[src/rtl/core/bprt_pkg.sv]
// ----------------------------------------------------------------------------
// bprt_pkg
// Shared codes and controller/datapath interface types for the radix trie engine.
// ----------------------------------------------------------------------------
`default_nettype none

package bprt_pkg;

	localparam int NODE_DEPTH_DEF = 1024;
	localparam int KEY_WIDTH_DEF  = 64;

	localparam logic [1:0] REQ_INSERT = 2'd0;
	localparam logic [1:0] REQ_EXACT  = 2'd1;
	localparam logic [1:0] REQ_PREFIX = 2'd2;

	localparam logic ST_DONE = 1'b0;
	localparam logic ST_FULL = 1'b1;

	// which node image goes to the node memory in a write cycle
	typedef enum logic [2:0] {
		WK_ROOT,
		WK_OLD,
		WK_SPLIT,
		WK_NEW,
		WK_TERM,
		WK_LEAF,
		WK_LINK
	} wk_t;

	typedef struct packed {
		logic       load;
		logic       latch;
		logic       grp_en;
		logic       msel_en;
		logic       descend;
		logic       we;
		wk_t        wk;
		logic [1:0] cnt_add;
		logic       res_load;
	} bprt_cmd_t;

	typedef struct packed {
		logic [1:0] req;
		logic       empty;
		logic       m_lt_plen;
		logic       m_lt_limit;
		logic       at_end;
		logic       term;
		logic       child_zero;
		logic       need2;
		logic       fit1;
		logic       fit2;
	} bprt_stat_t;

endpackage

`default_nettype wire

[src/rtl/core/bprt_ctrl.sv]
// ----------------------------------------------------------------------------
// bprt_ctrl
// Walk sequencer: steps the datapath through node reads, compares and writes.
// ----------------------------------------------------------------------------
`default_nettype none

module bprt_ctrl (
	input  logic                 clk,
	input  logic                 arst_n,
	input  logic                 in_valid,
	output logic                 in_ready,
	output logic                 out_valid,
	input  logic                 out_ready,
	output logic                 found,
	output logic                 status,
	input  bprt_pkg::bprt_stat_t st,
	output bprt_pkg::bprt_cmd_t  cmd
);
	import bprt_pkg::*;

	typedef enum logic [3:0] {
		S_IDLE, S_START, S_RD, S_LAT, S_GRP, S_MSEL, S_EVAL,
		S_W_ROOT, S_W_OLD, S_W_SPLIT, S_W_NEW, S_W_TERM, S_W_LEAF, S_W_LINK,
		S_CNT, S_FIN
	} state_t;

	state_t     state_q, ev_next;
	logic       out_valid_q, found_q, status_q, fd_q, fl_q;
	logic [1:0] add_q, ev_add;
	logic       ev_found, ev_full, ev_desc, fin_go;

	assign in_ready  = (state_q == S_IDLE);
	assign out_valid = out_valid_q;
	assign found     = found_q;
	assign status    = status_q;
	assign fin_go    = !out_valid_q || out_ready;

	// decision after a node compare
	always_comb begin
		ev_next  = S_FIN;
		ev_add   = 2'd0;
		ev_found = 1'b0;
		ev_full  = 1'b0;
		ev_desc  = 1'b0;
		case (st.req)
			REQ_INSERT: begin
				if (st.m_lt_plen) begin
					if (st.need2 ? st.fit2 : st.fit1) begin
						ev_next = S_W_OLD;
						ev_add  = st.need2 ? 2'd2 : 2'd1;
					end else begin
						ev_full = 1'b1;
					end
				end else if (st.at_end) begin
					ev_next = S_W_TERM;
				end else if (st.child_zero) begin
					if (st.fit1) begin
						ev_next = S_W_LEAF;
						ev_add  = 2'd1;
					end else begin
						ev_full = 1'b1;
					end
				end else begin
					ev_desc = 1'b1;
					ev_next = S_RD;
				end
			end
			REQ_EXACT, REQ_PREFIX: begin
				if ((st.req == REQ_EXACT) ? st.m_lt_plen : st.m_lt_limit) begin
					ev_found = 1'b0;
				end else if (st.at_end) begin
					ev_found = (st.req == REQ_EXACT) ? st.term : 1'b1;
				end else if (!st.child_zero) begin
					ev_desc = 1'b1;
					ev_next = S_RD;
				end
			end
			default: begin
				ev_next = S_FIN;
			end
		endcase
	end

	always_comb begin
		cmd = '0;
		cmd.wk = WK_ROOT;
		case (state_q)
			S_IDLE:    cmd.load = in_valid;
			S_LAT:     cmd.latch = 1'b1;
			S_GRP:     cmd.grp_en = 1'b1;
			S_MSEL:    cmd.msel_en = 1'b1;
			S_EVAL:    cmd.descend = ev_desc;
			S_W_ROOT:  begin cmd.we = 1'b1; cmd.wk = WK_ROOT;  end
			S_W_OLD:   begin cmd.we = 1'b1; cmd.wk = WK_OLD;   end
			S_W_SPLIT: begin cmd.we = 1'b1; cmd.wk = WK_SPLIT; end
			S_W_NEW:   begin cmd.we = 1'b1; cmd.wk = WK_NEW;   end
			S_W_TERM:  begin cmd.we = 1'b1; cmd.wk = WK_TERM;  end
			S_W_LEAF:  begin cmd.we = 1'b1; cmd.wk = WK_LEAF;  end
			S_W_LINK:  begin cmd.we = 1'b1; cmd.wk = WK_LINK;  end
			S_CNT:     cmd.cnt_add = add_q;
			S_FIN:     cmd.res_load = fin_go;
			default:   cmd.load = 1'b0;
		endcase
	end

	always_ff @(posedge clk or negedge arst_n) begin
		if (!arst_n) begin
			state_q     <= S_IDLE;
			out_valid_q <= 1'b0;
			found_q     <= 1'b0;
			status_q    <= ST_DONE;
			fd_q        <= 1'b0;
			fl_q        <= ST_DONE;
			add_q       <= 2'd0;
		end else begin
			if (state_q == S_FIN && fin_go) begin
				out_valid_q <= 1'b1;
				found_q     <= fd_q;
				status_q    <= fl_q;
			end else if (out_ready) begin
				out_valid_q <= 1'b0;
			end
			case (state_q)
				S_IDLE: begin
					if (in_valid) begin
						fd_q    <= 1'b0;
						fl_q    <= ST_DONE;
						add_q   <= 2'd0;
						state_q <= S_START;
					end
				end
				S_START: begin
					if (st.req != REQ_INSERT && st.req != REQ_EXACT && st.req != REQ_PREFIX) begin
						state_q <= S_FIN;
					end else if (st.empty) begin
						if (st.req == REQ_INSERT) begin
							add_q   <= 2'd1;
							state_q <= S_W_ROOT;
						end else begin
							state_q <= S_FIN;
						end
					end else begin
						state_q <= S_RD;
					end
				end
				S_RD:      state_q <= S_LAT;
				S_LAT:     state_q <= S_GRP;
				S_GRP:     state_q <= S_MSEL;
				S_MSEL:    state_q <= S_EVAL;
				S_EVAL: begin
					fd_q    <= ev_found;
					fl_q    <= ev_full ? ST_FULL : ST_DONE;
					add_q   <= ev_add;
					state_q <= ev_next;
				end
				S_W_ROOT:  state_q <= S_CNT;
				S_W_OLD:   state_q <= S_W_SPLIT;
				S_W_SPLIT: state_q <= st.need2 ? S_W_NEW : S_CNT;
				S_W_NEW:   state_q <= S_CNT;
				S_W_TERM:  state_q <= S_CNT;
				S_W_LEAF:  state_q <= S_W_LINK;
				S_W_LINK:  state_q <= S_CNT;
				S_CNT:     state_q <= S_FIN;
				S_FIN: begin
					if (fin_go) begin
						state_q <= S_IDLE;
					end
				end
				default:   state_q <= S_IDLE;
			endcase
		end
	end

endmodule

`default_nettype wire

[config.mk]
export PLATFORM = sky130hd
export DESIGN_NAME = bprt_ctrl
export DESIGN_NICKNAME = d
export VERILOG_FILES = /design/src/rtl/core/bprt_pkg.sv /design/src/rtl/core/bprt_ctrl.sv
export SDC_FILE = /design/constraint.sdc
export NUM_CORES = 1
export LEC_CHECK = 0
export ABC_CLOCK_PERIOD_IN_PS = 3970
export BUFFER_PORTS_ARGS = -buffer_cell sky130_fd_sc_hd__buf_4
export CORE_MARGIN = 2
export CORE_UTILIZATION = 35
export CTS_CLUSTER_DIAMETER = 200
export DETAILED_ROUTE_END_ITERATION = 8
export GPL_TIMING_DRIVEN = 0
export SLEW_MARGIN = 5
export SYNTH_ARGS = -nofsm -noshare
export SYNTH_HDL_FRONTEND = slang
export SYNTH_SLANG_ARGS = --single-unit
[constraint.sdc]
create_clock -name clk -period 3.97 [get_ports clk]
set_clock_uncertainty 0.2 [all_clocks]
set_input_delay 0.397 -clock clk [delete_from_list [all_inputs] [get_ports clk]]
set_output_delay 0.397 -clock clk [all_outputs]
set_load 0.02 [all_outputs]
==> reports/qor.txt, run 1 <==
Ports: 31
Max IR drop VDD: 260.3 uV
CTS sink cnt: 11
Total Routed Length: 2.384 mm
FP Rows: 19
core area: 2686 sq um
die area: 3196 sq um
top cell type's share of synthesized area: 28.50%
final hold vios: 0
Int Pwr: 0.0004030 W
fin cells: 184
Yosys warning count: 0
detailed-route DRC error count: 0
IO Port Bufs: 29
Yosys cell types: 43
Worst slew margin: 70.54%
CP max stage cell: or2_2
post_cts resized: 0
MaxCap Viol Count: 0
Leakage: 0.5830 nW
critical path capture point type: primary output
worst-path cell chain: buf_2, nand2b_1, or2_2, nor3_1, buf_4
min-delay worst type: in -> reg
fin crit period: 2300 ps
number of global-route vias before repair: 878
routed via count: 990
DP Wirelength: 1.927 mm
Least-Margin Pin Slew: 437.9 ps
Post-Syn Area: 965.9 sq um
setup tns final: 0 ps
CP max stage delay: 370 ps
sequential share of power: 23.2%
Crit path max-delay family: simple AND/OR/NAND/NOR gates
drt pass-1 iters: 4
Fillers: 291
DRT antenna net count: 0
placed insts: 179
routed vias/inst: 5.380
fraction of registers with async set/reset: 100.0%
DRT iter0 DRCs: 17
Initial Utilization: 35.96%
die width: 56.54 um
ant diodes: 0
FF+latch count, synth: 11
Design Power: 0.0007621 W
WL/cell: 12.96 um
Power per Cell Area: 605.5 nW/um^2
R2R Setup Slk: 2130 ps
register area share after synthesis: 28.50%
Area contributors post-synth: dfrtp_1, nand2b_1, ha_1
CP required: 3370 ps
switching power: 0.0003592 W
Num CTS Buffers: 3
Die H: 56.54 um
CTS root buf: clkbuf_4
Critical Path Source Type: register
worst skew pair latency: 260 ps
Setup CP Type: reg -> out
Clock power frac: 9.5%
total track usage: 14.87%
routability congestion estimate from global placement: 0.8263
H-tree depth: 1
share of cells above drive strength 1: 29.41%
Arrival @ worst endpoint: 1700 ps
Main synth FF type: dfrtp_1
syn avg cell area: 8.117 sq um
CTS max path bufs: 2
fmax: 0.4348 GHz
CTS tree: done
initial antenna violation count: 0
unrepaired setup endpoints after global routing: no
final setup vio count: 0
CTS clk-pin slew, worst paths: 60 ps
Syn Inst Count: 119
Tcrit/Tclk final: 57.93%
GR Overflow Total: 0
sw frac: 47.13%
P&R area growth vs syn: 30.31%
largest net degree at the start of global routing: 12
fin. max-slew vios: 0
first-pass GRT wire length: 3.801 mm
post-synth top area cell: dfrtp_1
Post-synth EDFFs: 0
CP Buf/Inv Count: 2
status: completed
logic gate share of total power: 67.2%
Syn Nets: 138
critical path peak fanout: 9
post-layout net count: 173
[layout by cell type, fill, tap and decap left out, drive strengths merged, types with 3 or more instances in the layout]
| master | n |
|---|---|
| buf | 34 |
| nand2 | 12 |
| nand2b | 11 |
| dfrtp | 11 |
| inv | 8 |
| nor3 | 7 |
| nand3 | 7 |
| clkbuf | 7 |
| o21ai | 5 |
| nor2 | 4 |
| ha | 4 |
| a22oi | 3 |
| or2 | 3 |
| mux2 | 3 |
[logic make-up (layout without fill, tap and decap cells)]
logic type | after synthesis | in the layout | synth area share (%)
AO/OA/AOI/OAI | 25 | 25 | 18.65
XOR/XNOR | 1 | 1 | 0.9069
adder cells (fa/ha/maj) | 4 | 4 | 5.182
buffers and inverters | 16 | 50 | 7.383
flip-flops | 11 | 11 | 28.50
multiplexers | 5 | 5 | 5.958
AND/OR/NAND/NOR | 57 | 57 | 33.42
[flip-flops by register name (all words and copies together), names as in the netlist]
register   cells
state_q        4
status         1
fl_q           1
fd_q           1
out_valid      1
add_q          2
found          1
[cell type report]
class	instances	area, sq um	share of cell area, %
well taps	31	38.79	3.082
inverters	8	30.03	2.386
multi-input cells	92	619.3	49.20
flip-flops and latches	11	275.3	21.87
clock buffers	4	26.28	2.087
repair buffers	30	227.7	18.09
plain buffers	8	41.29	3.280
[power groups by stage]
stage          logic (W)  clock network [W]  registers (W)
5_1_grt         0.000560          0.0000842       0.000180
4_1_cts         0.000513          0.0000750       0.000177
3_3_place_gp    0.000505                  0       0.000178
6_report        0.000512          0.0000727       0.000177
3_5_place_dp    0.000510                  0       0.000179
2_1_floorplan   0.000344                  0       0.000186
[final timing paths]
path,depth (start not counted),to,start
max,5,cmd[7],state_q[0]$_DFFE_PN0P_
min,3,out_valid$_DFFE_PN0P_,out_ready
max reg2reg,6,state_q[3]$_DFFE_PN0P_,state_q[2]$_DFFE_PN0P_
min reg2reg,1,found$_DFFE_PN0P_,found$_DFFE_PN0P_
max in group asynchronous,2,fd_q$_DFFE_PN0P_,arst_n
min in group asynchronous,2,out_valid$_DFFE_PN0P_,arst_n
[what timing repair did]
item                      4_1_cts  5_1_grt
hold endpoints to repair       11        0
setup buffers                   0        0
hold buffers                    1        0
[cells in the mapped netlist, types with 2 or more instances]
library cell	n
a21oi_1	2
a221oi_1	2
a22oi_1	3
a31oi_1	2
buf_2	3
clkbuf_1	3
dfrtp_1	11
ha_1	4
inv_1	8
mux2_2	2
mux2i_1	2
nand2_1	12
nand2b_1	11
nand3_1	7
nand3b_1	2
nand4_1	2
nor2_1	4
nor2b_1	2
nor3_1	7
o21ai_0	4
o22ai_1	2
or2_2	3
[per-stage QoR]
stage	hold WS [ps]	setup WS [ps]	utilization, %	instance area, sq um
final	213.7	1670	46.86	1259
after global routing	217.8	1528	46.86	1259
after floorplan	-98.59	1726	-	965.9
after global placement	38.00	1708	45.51	1222
after detailed placement	41.49	1696	45.51	1222
after CTS	213.9	1660	46.86	1259
[per-layer routing]
metal / vias to the layer above / track usage (%) / wire length (um)
li1: 496 / - / -
met1: 475 / 19.46 / 1124
met2: 19 / 24.75 / 1161
met3: 0 / 4.378 / 98
met4: 0 / 2.041 / 0
met5: - / 0 / 0
[tightest hold or removal path, cell delays in order]
cell	delay, ps
buf_4	70
nand2b_1	110
nand2_1	50
No activity file was read; power rests on OpenSTA's default activity.
==> run 2, diff against run 1 <==
Settings changed: ABC_CLOCK_PERIOD_IN_PS 3970 to 2000.
Clock period 3.97 ns to 2 ns, I/O delays scaled along.
==> run 2 against run 1 <==
Compared with the run above: routed wire length increased by 1.4%; design area increased by 4.2%; core utilization increased by 2.0 points; register-to-register slack got worse by 1900 ps; non-clock buffer count increased by 1; via count increased by 1.6%; first-iteration DRC count increased by 29%; sequential power increased by 100%; combinational power increased by 110%; die area unchanged; setup slack got worse by 1600 ps; total power increased by 110%; highest routed layer unchanged.
==> reports/qor.txt, run 2 (synthesized netlist as in run 1, its figures left out) <==
switching power: 0.0007421 W (was 0.0003592 W)
share of cells above drive strength 1: 35.71% (was 29.41%)
P&R area growth vs syn: 35.75% (was 30.31%)
DRT iter0 DRCs: 22 (was 17)
Setup CP Type: reg -> out (unchanged)
commonest non-fill, non-tap cells in the layout: buf_4, nand2_1, nand2b_1, dfrtp_1, inv_1 (unchanged)
IO Port Bufs: 29 (unchanged)
sw frac: 46.43% (was 47.13%)
crit path from: state_q[0]$_DFFE_PN0P_ (unchanged)
final setup vio count: 0 (unchanged)
CP max stage delay: 360 ps (was 370 ps)
FP Rows: 19 (unchanged)
final hold vios: 0 (unchanged)
ant diodes: 0 (unchanged)
CTS clk-pin slew, worst paths: 60 ps (about the same)
top flop regs: state_q x4, add_q x2 (unchanged)
CTS max path bufs: 2 (unchanged)
first-pass GRT wire length: 3.850 mm (was 3.801 mm)
Worst slew margin: 71.82% (was 70.54%)
fmax: 0.5278 GHz
Die H: 56.54 um (unchanged)
Top reg by flops: state_q (unchanged)
placed insts: 179 (unchanged)
min-delay worst type: in -> reg (unchanged)
fin crit period: 1895 ps
routed via count: 1006 (was 990)
CP Buf/Inv Count: 2 (unchanged)
worst skew pair latency: 260 ps (about the same)
logic gate share of total power: 68.7% (was 67.2%)
Least-Margin Pin Slew: 418.8 ps (was 437.9 ps)
core area: 2686 sq um (unchanged)
number of global-route vias before repair: 880 (was 878)
fin. max-slew vios: 0 (unchanged)
CTS root buf: clkbuf_4 (unchanged)
post-layout net count: 174 (was 173)
CTS tree: done (unchanged)
Max IR drop VDD: 546.2 uV (was 260.3 uV)
most frequent CP cell: buf_4
reg-to-reg endpoint: state_q[2]$_DFFE_PN0P_ (was state_q[3]$_DFFE_PN0P_)
die width: 56.54 um (unchanged)
Worst Reg-to-Reg Cells: 5 (was 6)
critical path capture point type: primary output (unchanged)
WL/cell: 13.07 um (was 12.96 um)
CP max stage cell: dfrtp_1 (was or2_2)
Tcrit/Tclk final: 94.73%
Ports: 31 (unchanged)
GR Overflow Total: 0 (unchanged)
DRT antenna net count: 0 (unchanged)
worst-path cell chain: buf_4, nand2b_4, or2_4, nor3_2, buf_4 (was buf_2, nand2b_1, or2_2, nor3_1, buf_4)
CTS sink cnt: 11 (unchanged)
Total Routed Length: 2.418 mm (was 2.384 mm)
DP Wirelength: 1.927 mm (unchanged)
Num CTS Buffers: 3 (unchanged)
Fillers: 288 (was 291)
max reg flops: 4 (unchanged)
routability congestion estimate from global placement: 0.8263 (unchanged)
Clock power frac: 9.0% (was 9.5%)
initial antenna violation count: 0 (unchanged)
Initial Utilization: 35.96% (unchanged)
H-tree depth: 1 (unchanged)
Power per Cell Area: 1219 nW/um^2 (was 605.5 nW/um^2)
CP required: 1600 ps (was 3370 ps)
WP depth: 5 (unchanged)
R2R Setup Slk: 190 ps (was 2130 ps)
critical path peak fanout: 9 (unchanged)
sequential share of power: 22.3% (was 23.2%)
leading cell type in the layout, fill and taps excluded: buf_4 (unchanged)
Arrival @ worst endpoint: 1490 ps (was 1700 ps)
largest net degree at the start of global routing: 12 (unchanged)
detailed-route DRC error count: 0 (unchanged)
Int Pwr: 0.0008561 W (was 0.0004030 W)
Leakage: 0.6148 nW (was 0.5830 nW)
FF-to-FF Start: state_q[2]$_DFFE_PN0P_ (unchanged)
setup tns final: 0 ps (unchanged)
routed vias/inst: 5.438 (was 5.380)
die area: 3196 sq um (unchanged)
drt pass-1 iters: 4 (unchanged)
total track usage: 15.01% (was 14.87%)
Crit path max-delay family: simple AND/OR/NAND/NOR gates (unchanged)
MaxCap Viol Count: 0 (unchanged)
Critical Path Source Type: register (unchanged)
fin cells: 185 (was 184)
status: completed (unchanged)
Critical Path Sink: cmd[7] (unchanged)
run 2: worst min-delay path by stage:
stage,from,end,slack (ps),cells after the start
after global placement,arst_n,add_q[1]$_DFFE_PN0P_,-160,1
final,out_ready,out_valid$_DFFE_PN0P_,20,3
after floorplan,arst_n,add_q[0]$_DFFE_PN0P_,-300,0
after detailed placement,arst_n,status$_DFFE_PN0P_,-160,1
after global routing,out_ready,out_valid$_DFFE_PN0P_,20,3
after CTS,out_ready,out_valid$_DFFE_PN0P_,20,3
run 2: worst register-to-register path: cells and delay by family (launching register included):
family | cells | cell delay [ps]
DFF | 1 | 370
buffers and inverters | 1 | 190
and+or+nand+nor | 4 | 940
run 2: power by group through the flow:
stage                     sequential [W]  combinational, W  clock [W]
final                           0.000357           0.00110   0.000143
after global routing            0.000365           0.00119   0.000165
after CTS                       0.000355           0.00106   0.000149
after detailed placement        0.000356           0.00101          0
after global placement          0.000352           0.00100          0
after floorplan                 0.000368          0.000682          0
run 2: layer usage:
metal / global-route usage [%] / vias up / wire length, um
li1: - / 503 / -
met3: 4.378 / 0 / 134
met4: 2.041 / 0 / 0
met1: 19.60 / 474 / 1118
met5: 0 / - / 0
met2: 25.08 / 29 / 1165
run 2: timing repair:
item | 4_1_cts | 5_1_grt
hold endpoints to repair | 11 | 0
gates resized for setup | 7 | 13
setup endpoints to repair | 5 | 6
pin swaps | 0 | 1
cloned | 0 | 0
hold buffers | 1 | 0
buffers inserted | 0 | 1
run 2: area by class of cell:
type | instances | area (sq um) | share of cell area [%]
plain buffers | 8 | 56.30 | 4.294
inverters | 8 | 30.03 | 2.290
clock buffers | 4 | 26.28 | 2.004
multi-input cells | 92 | 648.1 | 49.43
well taps | 31 | 38.79 | 2.958
flip-flops and latches | 11 | 276.5 | 21.09
repair buffers | 31 | 235.2 | 17.94
run 2: stage by stage:
stage,utilization [%],setup slack [ps],instance area [sq um],power (W),hold slack [ps]
2_1_floorplan,-,130.1,965.9,0.001051,-295.6
3_5_place_dp,45.51,-57.77,1222,0.001369,-155.5
5_1_grt,48.81,-4.154,1311,0.001723,17.15
6_report,48.81,105.4,1311,0.001598,17.13
4_1_cts,47.69,24.87,1281,0.001565,16.85
3_3_place_gp,45.51,-44.94,1222,0.001355,-159.0
==> run 3, diff against run 2 <==
Settings changed: ABC_CLOCK_PERIOD_IN_PS 2000 to 2200, CELL_PAD_IN_SITES_DETAIL_PLACEMENT set to 0, CELL_PAD_IN_SITES_GLOBAL_PLACEMENT set to 1, PLACE_DENSITY_LB_ADDON set to 0.1.
Clock period 2 ns to 2.2 ns, I/O delays scaled along.
==> run 3 against run 2 <==
Compared with the run above: total power is 12% lower; clock power shrank 3%; combinational power fell by 14%; global-route usage rose by 1.6 points; sequential share of layout area grew 0.65 points; via count down 1.7%; routed wire length grew 3.1%; sequential cell count stayed put; clock-buffer cell count stayed put.
==> reports/qor.txt, run 3 (synthesized netlist as in run 1, its figures left out) <==
Least-Margin Pin Slew: 438.8 ps (was 418.8 ps)
largest net degree at the start of global routing: 12 (unchanged)
final hold vios: 0 (unchanged)
CTS max path bufs: 2 (unchanged)
Critical Path Source Type: register (unchanged)
max reg flops: 4 (unchanged)
fin crit period: 2067 ps
core area: 2686 sq um (unchanged)
die width: 56.54 um (unchanged)
Worst slew margin: 70.75% (was 71.82%)
worst hold slack: 41.17 ps (was 17.13 ps)
detailed-route DRC error count: 0 (unchanged)
DP Wirelength: 1.980 mm (was 1.927 mm)
GR Overflow Total: 0 (unchanged)
final setup vio count: 0 (unchanged)
CP required: 1780 ps (was 1600 ps)
IO Port Bufs: 29 (unchanged)
CTS root buf: clkbuf_4 (unchanged)
Setup CP Type: reg -> out (unchanged)
DRT antenna net count: 0 (unchanged)
CTS sink cnt: 11 (unchanged)
top flop regs: state_q x4, add_q x2 (unchanged)
H-tree depth: 1 (unchanged)
initial antenna violation count: 0 (unchanged)
Tcrit/Tclk final: 93.96%
post-CTS setup buffers: 0 (unchanged)
P&R area growth vs syn: 31.09% (was 35.75%)
fin. max-slew vios: 0 (unchanged)
commonest non-fill, non-tap cells in the layout: buf_4, nand2_1, dfrtp_1 (was buf_4, nand2_1, nand2b_1, dfrtp_1, inv_1)
Leakage: 0.5901 nW (was 0.6148 nW)
Power per Cell Area: 1108 nW/um^2 (was 1219 nW/um^2)
MaxCap Viol Count: 0 (unchanged)
die area: 3196 sq um (unchanged)
ant diodes: 0 (unchanged)
post-layout net count: 173 (was 174)
unrepaired setup endpoints after global routing: no
DRT iter0 DRCs: 18 (was 22)
routed via count: 989 (was 1006)
total track usage: 16.61% (was 15.01%)
CTS tree: done (unchanged)
Ports: 31 (unchanged)
WL/cell: 13.55 um (was 13.07 um)
Die H: 56.54 um (unchanged)
Total Routed Length: 2.494 mm (was 2.418 mm)
routability congestion estimate from global placement: 0.7989 (was 0.8263)
CP Buf/Inv Count: 3 (was 2)
Top reg by flops: state_q (unchanged)
CP max stage cell: clkbuf_1 (was dfrtp_1)
critical path peak fanout: 10 (was 9)
FP Rows: 19 (unchanged)
Initial Utilization: 35.96% (unchanged)
drt pass-1 iters: 4 (unchanged)
min-delay worst type: in -> reg (unchanged)
CTS clk-pin slew, worst paths: 70 ps (was 60 ps)
leading cell type in the layout, fill and taps excluded: buf_4 (unchanged)
Num CTS Buffers: 3 (unchanged)
number of global-route vias before repair: 926 (was 880)
status: completed (unchanged)
Crit path max-delay family: buffers and inverters (was simple AND/OR/NAND/NOR gates)
Arrival @ worst endpoint: 1650 ps (was 1490 ps)
first-pass GRT wire length: 4.243 mm (was 3.850 mm)
CP max stage delay: 380 ps (was 360 ps)
worst skew pair latency: 270 ps (was 260 ps)
Max IR drop VDD: 716.8 uV (was 546.2 uV)
routed vias/inst: 5.375 (was 5.438)
setup tns final: 0 ps (unchanged)
share of cells above drive strength 1: 31.37% (was 35.71%)
worst-path cell chain: buf_2, clkbuf_1, nand3b_1, a21boi_0, buf_4 (was buf_4, nand2b_4, or2_4, nor3_2, buf_4)
fmax: 0.4838 GHz
critical path capture point type: primary output (unchanged)
==> run 3: cell count changes in the layout (fill, tap and decap cells not counted), moves of 2 or more <==
cell / previous run / this run
clkbuf_4: 6 / 3
buf_2: 1 / 3
buf_4: 31 / 29
clkbuf_1: 1 / 3
==> run 3: metal layers <==
layer	share of wire, %	global-route usage, %
met4	0	2.041
met3	6.0	4.378
met1	46	23.67
met2	48	25.91
met5	0	0
==> run 3: worst reg2reg max path: stages, from the launching register on <==
cell and delay, ps:
dfrtp_1 350, buf_2 170, clkbuf_1 240, a31oi_1 210, o21ai_0 100, a221oi_1 340
nand2_1 100
==> run 3: cell type report <==
type / count / area, sq um
fillers: 296 / 1420
multi-input cells: 92 / 624.3
flip-flops and latches: 11 / 275.3
repair buffers: 30 / 227.7
plain buffers: 8 / 43.79
well taps: 31 / 38.79
inverters: 8 / 30.03
clock buffers: 4 / 26.28
==> run 3: timing repair <==
action	in CTS	in global routing
hold endpoints to repair	11	0
hold buffers	1	0
gates resized for setup	0	5
setup endpoints to repair	0	5
==> run 3: through the flow <==
step | power, W | cell area [sq um] | util (%) | setup slack [ps] | cells
final | 0.001403 | 1266 | 47.14 | 132.8 | 184
after floorplan | 0.0009551 | 965.9 | - | 309.5 | 119
after CTS | 0.001394 | 1259 | 46.86 | 48.33 | 184
after detailed placement | 0.001252 | 1222 | 45.51 | 123.8 | 179
after global placement | 0.001249 | 1222 | 45.51 | 128.4 | 179
after global routing | 0.001530 | 1266 | 47.14 | 40.84 | 184
==> run 3: path summary, 6_finish.rpt <==
kind | from | endpoint | slack [ps] | depth (start not counted)
setup / recovery | state_q[0]$_DFFE_PN0P_ | cmd[5] | 130 | 5
hold / removal | out_ready | out_valid$_DFFE_PN0P_ | 40 | 3
setup reg to reg | state_q[0]$_DFFE_PN0P_ | state_q[3]$_DFFE_PN0P_ | 380 | 6
hold reg to reg | add_q[1]$_DFFE_PN0P_ | add_q[1]$_DFFE_PN0P_ | 310 | 2
max in group asynchronous | arst_n | fd_q$_DFFE_PN0P_ | 1530 | 2
min in group asynchronous | arst_n | out_valid$_DFFE_PN0P_ | 120 | 2
==> run 3: where the power goes <==
| part | total, W | leakage, nW | internal (W) | switching, W |
|---|---|---|---|---|
| Sequential | 0.000319 | 0.139 | 0.000278 | 0.0000410 |
| Combinational | 0.000946 | 0.436 | 0.000390 | 0.000556 |
| Clock | 0.000138 | 0.0150 | 0.0000702 | 0.0000680 |
